**src/sv/swrr_pkg.sv**
```systemverilog
// Shared types and constants of the stop-and-wait reassembly receiver.
package swrr_pkg;

  localparam int BUFFER_BYTES = 4096;
  localparam int PACKET_MAX   = 127;
  localparam int QUEUE_DEPTH  = 4;

  localparam int SEQ_W   = 6;
  localparam int LEN_W   = 7;
  localparam int OFS_W   = 12;
  localparam int TOTAL_W = 13;
  localparam int RETRY_W = 8;

  localparam logic [RETRY_W-1:0] MAX_RETRIES_RST = 8'd3;
  localparam logic [RETRY_W-1:0] RETRY_CAP       = 8'd255;

  // Incoming command codes
  localparam logic [1:0] CMD_START   = 2'd0;
  localparam logic [1:0] CMD_PACKET  = 2'd1;
  localparam logic [1:0] CMD_TIMEOUT = 2'd2;

  // Packet kinds
  localparam logic [1:0] KIND_DATA  = 2'd0;
  localparam logic [1:0] KIND_FINAL = 2'd1;
  localparam logic [1:0] KIND_END   = 2'd2;
  localparam logic [1:0] KIND_OTHER = 2'd3;

  // Classified operations handed from front to back
  localparam logic [1:0] OP_NOP     = 2'd0;
  localparam logic [1:0] OP_START   = 2'd1;
  localparam logic [1:0] OP_PACKET  = 2'd2;
  localparam logic [1:0] OP_TIMEOUT = 2'd3;

  // Result status codes
  localparam logic [2:0] ST_BUSY     = 3'd0;
  localparam logic [2:0] ST_DONE     = 3'd1;
  localparam logic [2:0] ST_RETRIES  = 3'd2;
  localparam logic [2:0] ST_OVERFLOW = 3'd3;
  localparam logic [2:0] ST_IDLE     = 3'd4;

  typedef struct packed {
    logic [1:0]       command;
    logic [1:0]       packet_kind;
    logic [SEQ_W-1:0] packet_seq;
    logic [LEN_W-1:0] packet_len;
  } rcv_in_t;

  typedef struct packed {
    logic               ack_send;
    logic [SEQ_W-1:0]   ack_seq;
    logic               store_payload;
    logic [OFS_W-1:0]   store_offset;
    logic [2:0]         status;
    logic               final_kind;
    logic [TOTAL_W-1:0] total_length;
  } rcv_out_t;

  typedef struct packed {
    logic [1:0]       op;
    logic             last;
    logic             fin_kind;
    logic [SEQ_W-1:0] seq;
    logic [LEN_W-1:0] len;
  } rcv_op_t;

endpackage

```
**src/sv/swrr_front.sv**
```systemverilog
// Front end: accepts input transactions and classifies them into operations.
module swrr_front (
  input  logic             in_push,
  output logic             in_full,
  input  swrr_pkg::rcv_in_t in_data,
  output logic             q_push,
  output swrr_pkg::rcv_op_t q_item,
  input  logic             q_full
);

  logic [swrr_pkg::LEN_W-1:0] len_sat;

  assign in_full = q_full;
  assign q_push  = in_push && !q_full;

  assign len_sat = (32'(in_data.packet_len) > swrr_pkg::PACKET_MAX) ?
                   swrr_pkg::LEN_W'(swrr_pkg::PACKET_MAX) : in_data.packet_len;

  always_comb begin
    q_item.seq      = in_data.packet_seq;
    q_item.len      = len_sat;
    q_item.last     = (in_data.packet_kind == swrr_pkg::KIND_FINAL) ||
                      (in_data.packet_kind == swrr_pkg::KIND_END);
    q_item.fin_kind = (in_data.packet_kind == swrr_pkg::KIND_END);
    unique case (in_data.command)
      swrr_pkg::CMD_START:   q_item.op = swrr_pkg::OP_START;
      swrr_pkg::CMD_PACKET:  q_item.op = (in_data.packet_kind == swrr_pkg::KIND_OTHER) ?
                                         swrr_pkg::OP_NOP : swrr_pkg::OP_PACKET;
      swrr_pkg::CMD_TIMEOUT: q_item.op = swrr_pkg::OP_TIMEOUT;
      default:               q_item.op = swrr_pkg::OP_NOP;
    endcase
  end

endmodule

```
**src/sv/swrr_queue.sv**
```systemverilog
// Short queue of classified operations between front and back.
module swrr_queue #(
  parameter int DEPTH = swrr_pkg::QUEUE_DEPTH
) (
  input  logic              clk,
  input  logic              rst_n,
  input  logic              push,
  input  swrr_pkg::rcv_op_t push_item,
  output logic              full,
  input  logic              pop,
  output swrr_pkg::rcv_op_t head_item,
  output logic              empty
);

  localparam int PTR_W = (DEPTH > 1) ? $clog2(DEPTH) : 1;
  localparam int CNT_W = $clog2(DEPTH + 1);

  swrr_pkg::rcv_op_t    slot_r [DEPTH];
  logic [PTR_W-1:0]     wr_ptr_r, wr_ptr_nxt;
  logic [PTR_W-1:0]     rd_ptr_r, rd_ptr_nxt;
  logic [CNT_W-1:0]     count_r, count_nxt;
  logic                 do_push, do_pop;

  assign full      = (count_r == CNT_W'(DEPTH));
  assign empty     = (count_r == '0);
  assign head_item = slot_r[rd_ptr_r];
  assign do_push   = push && !full;
  assign do_pop    = pop && !empty;

  always_comb begin
    wr_ptr_nxt = wr_ptr_r;
    rd_ptr_nxt = rd_ptr_r;
    count_nxt  = count_r;
    if (do_push) begin
      wr_ptr_nxt = (wr_ptr_r == PTR_W'(DEPTH - 1)) ? '0 : wr_ptr_r + 1'b1;
    end
    if (do_pop) begin
      rd_ptr_nxt = (rd_ptr_r == PTR_W'(DEPTH - 1)) ? '0 : rd_ptr_r + 1'b1;
    end
    if (do_push && !do_pop) begin
      count_nxt = count_r + 1'b1;
    end else if (do_pop && !do_push) begin
      count_nxt = count_r - 1'b1;
    end
  end

  always_ff @(posedge clk) begin
    if (!rst_n) begin
      wr_ptr_r <= '0;
      rd_ptr_r <= '0;
      count_r  <= '0;
    end else begin
      wr_ptr_r <= wr_ptr_nxt;
      rd_ptr_r <= rd_ptr_nxt;
      count_r  <= count_nxt;
    end
  end

  always_ff @(posedge clk) begin
    if (do_push) begin
      slot_r[wr_ptr_r] <= push_item;
    end
  end

endmodule

```
**src/sv/swrr_back.sv**
```systemverilog
// Back end: transfer state, retry counting and the registered result.
module swrr_back (
  input  logic               clk,
  input  logic               rst_n,
  input  logic               q_empty,
  input  swrr_pkg::rcv_op_t  q_item,
  output logic               q_pop,
  input  logic               cfg_we,
  input  logic [swrr_pkg::RETRY_W-1:0] cfg_wdata,
  output logic               out_empty,
  input  logic               out_pop,
  output swrr_pkg::rcv_out_t out_data
);

  localparam int SUM_W = swrr_pkg::TOTAL_W + 1;
  localparam logic [SUM_W-1:0] BUF_LIMIT = SUM_W'(swrr_pkg::BUFFER_BYTES);

  logic [swrr_pkg::RETRY_W-1:0] max_retries_r;
  logic                         active_r, active_nxt;
  logic                         got_first_r, got_first_nxt;
  logic [swrr_pkg::SEQ_W-1:0]   exp_seq_r, exp_seq_nxt;
  logic [swrr_pkg::TOTAL_W-1:0] asm_r, asm_nxt;
  logic [swrr_pkg::RETRY_W-1:0] retry_r, retry_nxt;
  logic                         out_valid_r;
  swrr_pkg::rcv_out_t           out_r, res;

  logic [swrr_pkg::SEQ_W-1:0]   exp_seq;
  logic                         in_order;
  logic [SUM_W-1:0]             sum;
  logic                         overflow;
  logic [swrr_pkg::RETRY_W-1:0] retry_inc;
  logic                         fire;

  // Advance whenever the queue holds an operation and the result slot is free or being drained this cycle
  assign fire      = !q_empty && (!out_valid_r || out_pop);
  assign q_pop     = fire;
  assign out_empty = !out_valid_r;
  assign out_data  = out_r;

  assign exp_seq   = got_first_r ? exp_seq_r : q_item.seq;
  assign in_order  = (q_item.seq == exp_seq);
  assign sum       = {1'b0, asm_r} + SUM_W'(q_item.len);
  assign overflow  = in_order && (sum > BUF_LIMIT);
  assign retry_inc = (retry_r == swrr_pkg::RETRY_CAP) ? retry_r : retry_r + 1'b1;

  always_comb begin
    active_nxt    = active_r;
    got_first_nxt = got_first_r;
    exp_seq_nxt   = exp_seq_r;
    asm_nxt       = asm_r;
    retry_nxt     = retry_r;
    res           = '0;
    res.status    = active_r ? swrr_pkg::ST_BUSY : swrr_pkg::ST_IDLE;
    unique case (q_item.op)
      swrr_pkg::OP_START: begin
        active_nxt    = 1'b1;
        got_first_nxt = 1'b0;
        exp_seq_nxt   = '0;
        asm_nxt       = '0;
        retry_nxt     = '0;
        res.status    = swrr_pkg::ST_BUSY;
      end
      swrr_pkg::OP_PACKET: begin
        if (active_r) begin
          exp_seq_nxt = exp_seq;
          if (overflow) begin
            active_nxt = 1'b0;
            res.status = swrr_pkg::ST_OVERFLOW;
          end else begin
            res.ack_send = 1'b1;
            res.ack_seq  = q_item.seq;
            retry_nxt    = '0;
            if (in_order) begin
              res.store_payload = 1'b1;
              res.store_offset  = asm_r[swrr_pkg::OFS_W-1:0];
              asm_nxt           = sum[swrr_pkg::TOTAL_W-1:0];
              exp_seq_nxt       = exp_seq + 1'b1;
              got_first_nxt     = 1'b1;
            end
            if (q_item.last) begin
              active_nxt     = 1'b0;
              res.status     = swrr_pkg::ST_DONE;
              res.final_kind = q_item.fin_kind;
            end
          end
        end
      end
      swrr_pkg::OP_TIMEOUT: begin
        if (active_r) begin
          retry_nxt = retry_inc;
          if (retry_inc >= max_retries_r) begin
            active_nxt = 1'b0;
            res.status = swrr_pkg::ST_RETRIES;
          end
        end
      end
      default: begin
      end
    endcase
    res.total_length = asm_nxt;
  end

  always_ff @(posedge clk) begin
    if (!rst_n) begin
      max_retries_r <= swrr_pkg::MAX_RETRIES_RST;
      active_r      <= 1'b0;
      got_first_r   <= 1'b0;
      exp_seq_r     <= '0;
      asm_r         <= '0;
      retry_r       <= '0;
      out_valid_r   <= 1'b0;
    end else begin
      if (cfg_we) begin
        max_retries_r <= cfg_wdata;
      end
      if (fire) begin
        active_r    <= active_nxt;
        got_first_r <= got_first_nxt;
        exp_seq_r   <= exp_seq_nxt;
        asm_r       <= asm_nxt;
        retry_r     <= retry_nxt;
        out_valid_r <= 1'b1;
      end else if (out_pop) begin
        out_valid_r <= 1'b0;
      end
    end
  end

  always_ff @(posedge clk) begin
    if (fire) begin
      out_r <= res;
    end
  end

endmodule

```
**src/sv/stop_and_wait_reassembly_receiver_core.sv**
```systemverilog
// Top level of the stop-and-wait reassembly receiver.
//
//   channel  ports                          moves one transaction when
//   -------  -----------------------------  ---------------------------
//   input    in_push, in_full, in_data      in_push && !in_full
//   result   out_empty, out_pop, out_data   out_pop && !out_empty
//   config   cfg_we, cfg_wdata              cfg_we
//
// One event per cycle sustained while results are taken; each event is classified and
// written into the operation queue, then executed into the result register, where its
// result can be taken. The transfer state update in the back end sets the one-event-per-cycle rate.
// Reset (rst_n, synchronous) empties the operation queue and the result register,
// idles the transfer and sets max_retries to 3. A held result stalls the back end;
// the input side keeps taking events until the operation queue fills.
module stop_and_wait_reassembly_receiver_core #(
  parameter int QUEUE_DEPTH = swrr_pkg::QUEUE_DEPTH
) (
  input  logic                          clk,
  input  logic                          rst_n,
  input  logic                          in_push,
  output logic                          in_full,
  input  swrr_pkg::rcv_in_t             in_data,
  output logic                          out_empty,
  input  logic                          out_pop,
  output swrr_pkg::rcv_out_t            out_data,
  input  logic                          cfg_we,
  input  logic [swrr_pkg::RETRY_W-1:0]  cfg_wdata
);

  logic              q_push, q_full, q_pop, q_empty;
  swrr_pkg::rcv_op_t q_in, q_head;

  swrr_front u_front (
    .in_push (in_push),
    .in_full (in_full),
    .in_data (in_data),
    .q_push  (q_push),
    .q_item  (q_in),
    .q_full  (q_full)
  );

  swrr_queue #(
    .DEPTH (QUEUE_DEPTH)
  ) u_queue (
    .clk       (clk),
    .rst_n     (rst_n),
    .push      (q_push),
    .push_item (q_in),
    .full      (q_full),
    .pop       (q_pop),
    .head_item (q_head),
    .empty     (q_empty)
  );

  swrr_back u_back (
    .clk       (clk),
    .rst_n     (rst_n),
    .q_empty   (q_empty),
    .q_item    (q_head),
    .q_pop     (q_pop),
    .cfg_we    (cfg_we),
    .cfg_wdata (cfg_wdata),
    .out_empty (out_empty),
    .out_pop   (out_pop),
    .out_data  (out_data)
  );

endmodule

```
**config.mk**
```make
export PLATFORM = sky130hd
export DESIGN_NAME = stop_and_wait_reassembly_receiver_core
export DESIGN_NICKNAME = d
export VERILOG_FILES = /design/src/sv/swrr_pkg.sv /design/src/sv/swrr_front.sv /design/src/sv/swrr_queue.sv /design/src/sv/swrr_back.sv /design/src/sv/stop_and_wait_reassembly_receiver_core.sv
export SDC_FILE = /design/constraint.sdc
export NUM_CORES = 1
export LEC_CHECK = 0
export BUFFER_PORTS_ARGS = -buffer_cell sky130_fd_sc_hd__buf_2
export CAP_MARGIN = 20
export CELL_PAD_IN_SITES_DETAIL_PLACEMENT = 0
export CELL_PAD_IN_SITES_GLOBAL_PLACEMENT = 1
export CORE_MARGIN = 4
export CORE_UTILIZATION = 43
export DETAILED_ROUTE_END_ITERATION = 8
export PLACE_DENSITY_LB_ADDON = 0.1
export SLEW_MARGIN = 10
export SYNTH_ARGS = -nofsm -noshare
export SYNTH_HDL_FRONTEND = slang
export SYNTH_SLANG_ARGS = --single-unit
```
**constraint.sdc**
```tcl
create_clock -name clk -period 6.38 [get_ports clk]
set_input_delay 0.638 -clock clk [delete_from_list [all_inputs] [get_ports clk]]
set_output_delay 0.638 -clock clk [all_outputs]
set_load 0.03 [all_outputs]
```
==> out/metrics.cfg <==
[run_status]
outcome = completed

[grt]
grt_pass1_vias = 5127
grtUsageTotal_pct = 17.2
globalRoute.totalOverflow = 0
grt_max_degree = 51
grt_pass1_wl_um = 26700
antenna_found_initial = 1

[finish]
seq_area_sq_mm = 0.00409
fin_nets = 737
drive_gt1_share_pct = 20.2
multi_input_area_sq_mm = 0.00307
fill_cells = 1472
final_area_sq_mm = 0.00857
syn_to_final_growth_pct = 15.9

[critical_path]
crit_fanout = 19
slowest_stage = dfxtp_1
start_kind = flop
cpPeakStageDelay_ns = 0.93
cp_top_family = compound AO/OA/AOI/OAI gates
worstPathRequired_ns = 6.67
endpoint_kind = flop
critical_path.cell_chain = mux4_2 > ha_1 > inv_1 > fa_1 > xnor2_1 > nor4b_1 > nand3b_1 > a221oi_1 > o2111ai_2 > a211oi_2 > buf_4 > and2_1 > a22o_1
worstSetupPathType = flop to flop
critPathBufInv = 2
arrival_ns = 5.06

[die]
core_area_sq_mm = 0.0167
die_h_um = 139
io_pins = 69
rows = 47
die-area_sq_mm = 0.0194
die_w_um = 139
start_util_pct = 44.3

[flow_run]
drv_cap = 0

[detailed_routing]
drtIter0Drc = 233
wl_um = 16300
ant_nets = 0
drc = 0
drt_pass1_iterations = 4
routedWlPerCell_um = 17.9
via_count = 5005
via_per_inst = 5.50

[placed_design]
place_congestion = 0.801
dpl-instance-area_sq_mm = 0.00792
io_buffers = 68
place_hpwl_um = 11600

[synthesis]
synthCells = 609
synth_top_area_cell = edfxtp_1
yosysWarningCount = 0
synth_commonest_cells = edfxtp_1, dfxtp_1, nor2_1, nand2_1, ha_1
synth_area_sq_mm = 0.00739
synth_edf_count = 105
ys_top_cells_by_area = edfxtp_1, dfxtp_1, mux4_2
synth_cell_types = 69
synth_ff_type = edfxtp_1
syn_avg_cell_area_sq_um = 12.1
ys_seq_area_share_pct = 55.4
ys_ff_latch = 152
syn_nets = 670
synthArstFlopShare_pct = 0
yosysTopAreaCellShare_pct = 42.6
synth_most_common_cell = edfxtp_1

[pwr]
p_sw_w = 0.00148
p_leak_nw = 3.24
combPwrFrac_pct = 35.8
p_int_w = 0.00229
sw_frac_of_total_pct = 39.3
clock_power_share_pct = 27.7
cellPowerDensity_mw_per_mm2 = 440
peakVddDrop_mv = 0.230
pwr-share-seq_pct = 36.6

[timing]
fin_crit_ns = 4.77
rsz0062_at_grt = false
finalSetupViolations = 0
slew_headroom_pct = 38.3
report.final.slew_viol_count = 0
tns_ns = 0
fmax_mhz = 210
hold_viol_final = 0
min_period_over_period_pct = 74.8
tightest_slew_ns = 0.925
fin_skew_ns = 0.0115

[clock_tree]
clk_latency_ns = 0.43
cts_root_buf = clkbuf_16
clk_path_buf_depth = 2
postCtsHoldBufs = 0
numCtsBuffers = 17
postCtsSetupBuffers = 0
cts.sinks = 152
tritoncts = done
clkSlewWorstSetupHoldPaths_ns = 0.07
cts.htree.levels = 4
ctsResizeCount = 0

[worst_hold_path]
worstHoldStart = in_data[8]
hold_path_class = input port to flop

==> logic make-up after synthesis <==
kind of cell,synth area share [%]
DFF,55.4
adders and majority gates,5.45
xor gates and xnor gates,2.49
muxes,7.80
buffers and inverters,3.08
and+or+nand+nor,13.1
AOI/OAI and AO/OA,12.7
==> layout make-up <==
type	count	share of cell area, %
Multi-Input combinational cell	402	35.8
Sequential cell	152	47.8
Clock buffer	17	4.96
Clock inverter	15	2.32
Timing Repair Buffer	73	4.55
Antenna cell	1	0.0292
Inverter	30	1.31
Tap cell	220	3.21
==> power by group through the flow <==
stage	clock, W	combinational (W)	sequential [W]
after CTS	0.00106	0.00135	0.00139
after floorplan	0	0.000788	0.00157
after detailed placement	0	0.00134	0.00141
after global routing	0.00111	0.00148	0.00140
final	0.00104	0.00135	0.00138
after global placement	0	0.00133	0.00140
==> sequential cells by signal, summed over array words and instances, names as in the netlist, named ones only <==
signal / cells
u_queue.slot_r: 68
u_back.out_data: 37
u_back.asm_r: 13
u_back.max_retries_r: 8
u_back.retry_r: 8
u_back.exp_seq_r: 6
u_queue.count_r: 3
u_queue.rd_ptr_r: 2
u_queue.wr_ptr_r: 2
u_back.active_r: 1
u_back.got_first_r: 1
u_back.out_valid_r: 1
==> layout by cell type (no fill, tap or decap), drive strengths merged, types with 8 or more instances in the layout <==
cell    netlist  layout
nand3        19      19
mux2i        16      16
xor2         10      10
a32o         14      14
buf           7      73
nor2         45      45
ha           29      29
a21oi        22      22
o21ai        28      28
edfxtp      105     105
xnor2        11      11
nor3         14      14
nand2b        8       8
mux4         17      17
nand2        42      42
dfxtp        47      47
inv          28      37
clkbuf       18      17
and2         26      26
==> per-layer routing <==
metal / share of wire [%] / global-route usage [%]
met1: 47 / 22.4
met2: 47 / 28.4
met4: 2.3 / 6.33
met3: 3.9 / 3.62
met5: 0 / 0
==> stage by stage <==
stage                     setup slack (ns)  cells  power (W)  hold WS [ns]  util, %
after floorplan                       2.18    609    0.00236         0.449        -
after global placement                1.63    876    0.00274         0.474     47.4
after detailed placement              1.60    876    0.00275         0.485     47.4
after CTS                             1.57    908    0.00380         0.406     51.2
after global routing                  1.28    909    0.00399         0.410     51.3
final                                 1.61    910    0.00377         0.413     51.3
==> worst paths after layout <==
check,endpoint,slack [ns],depth (start not counted)
worst max register to register,u_back.out_data[2]$_DFFE_PP_,1.61,13
worst max-delay path,u_back.out_data[2]$_DFFE_PP_,1.61,13
worst min-delay path,u_queue.slot_r[0][8]$_DFFE_PP_,0.41,1
worst min register to register,u_back.retry_r[6]$_SDFFE_PN0P_,0.49,1
(Power assumes the default switching activity.)
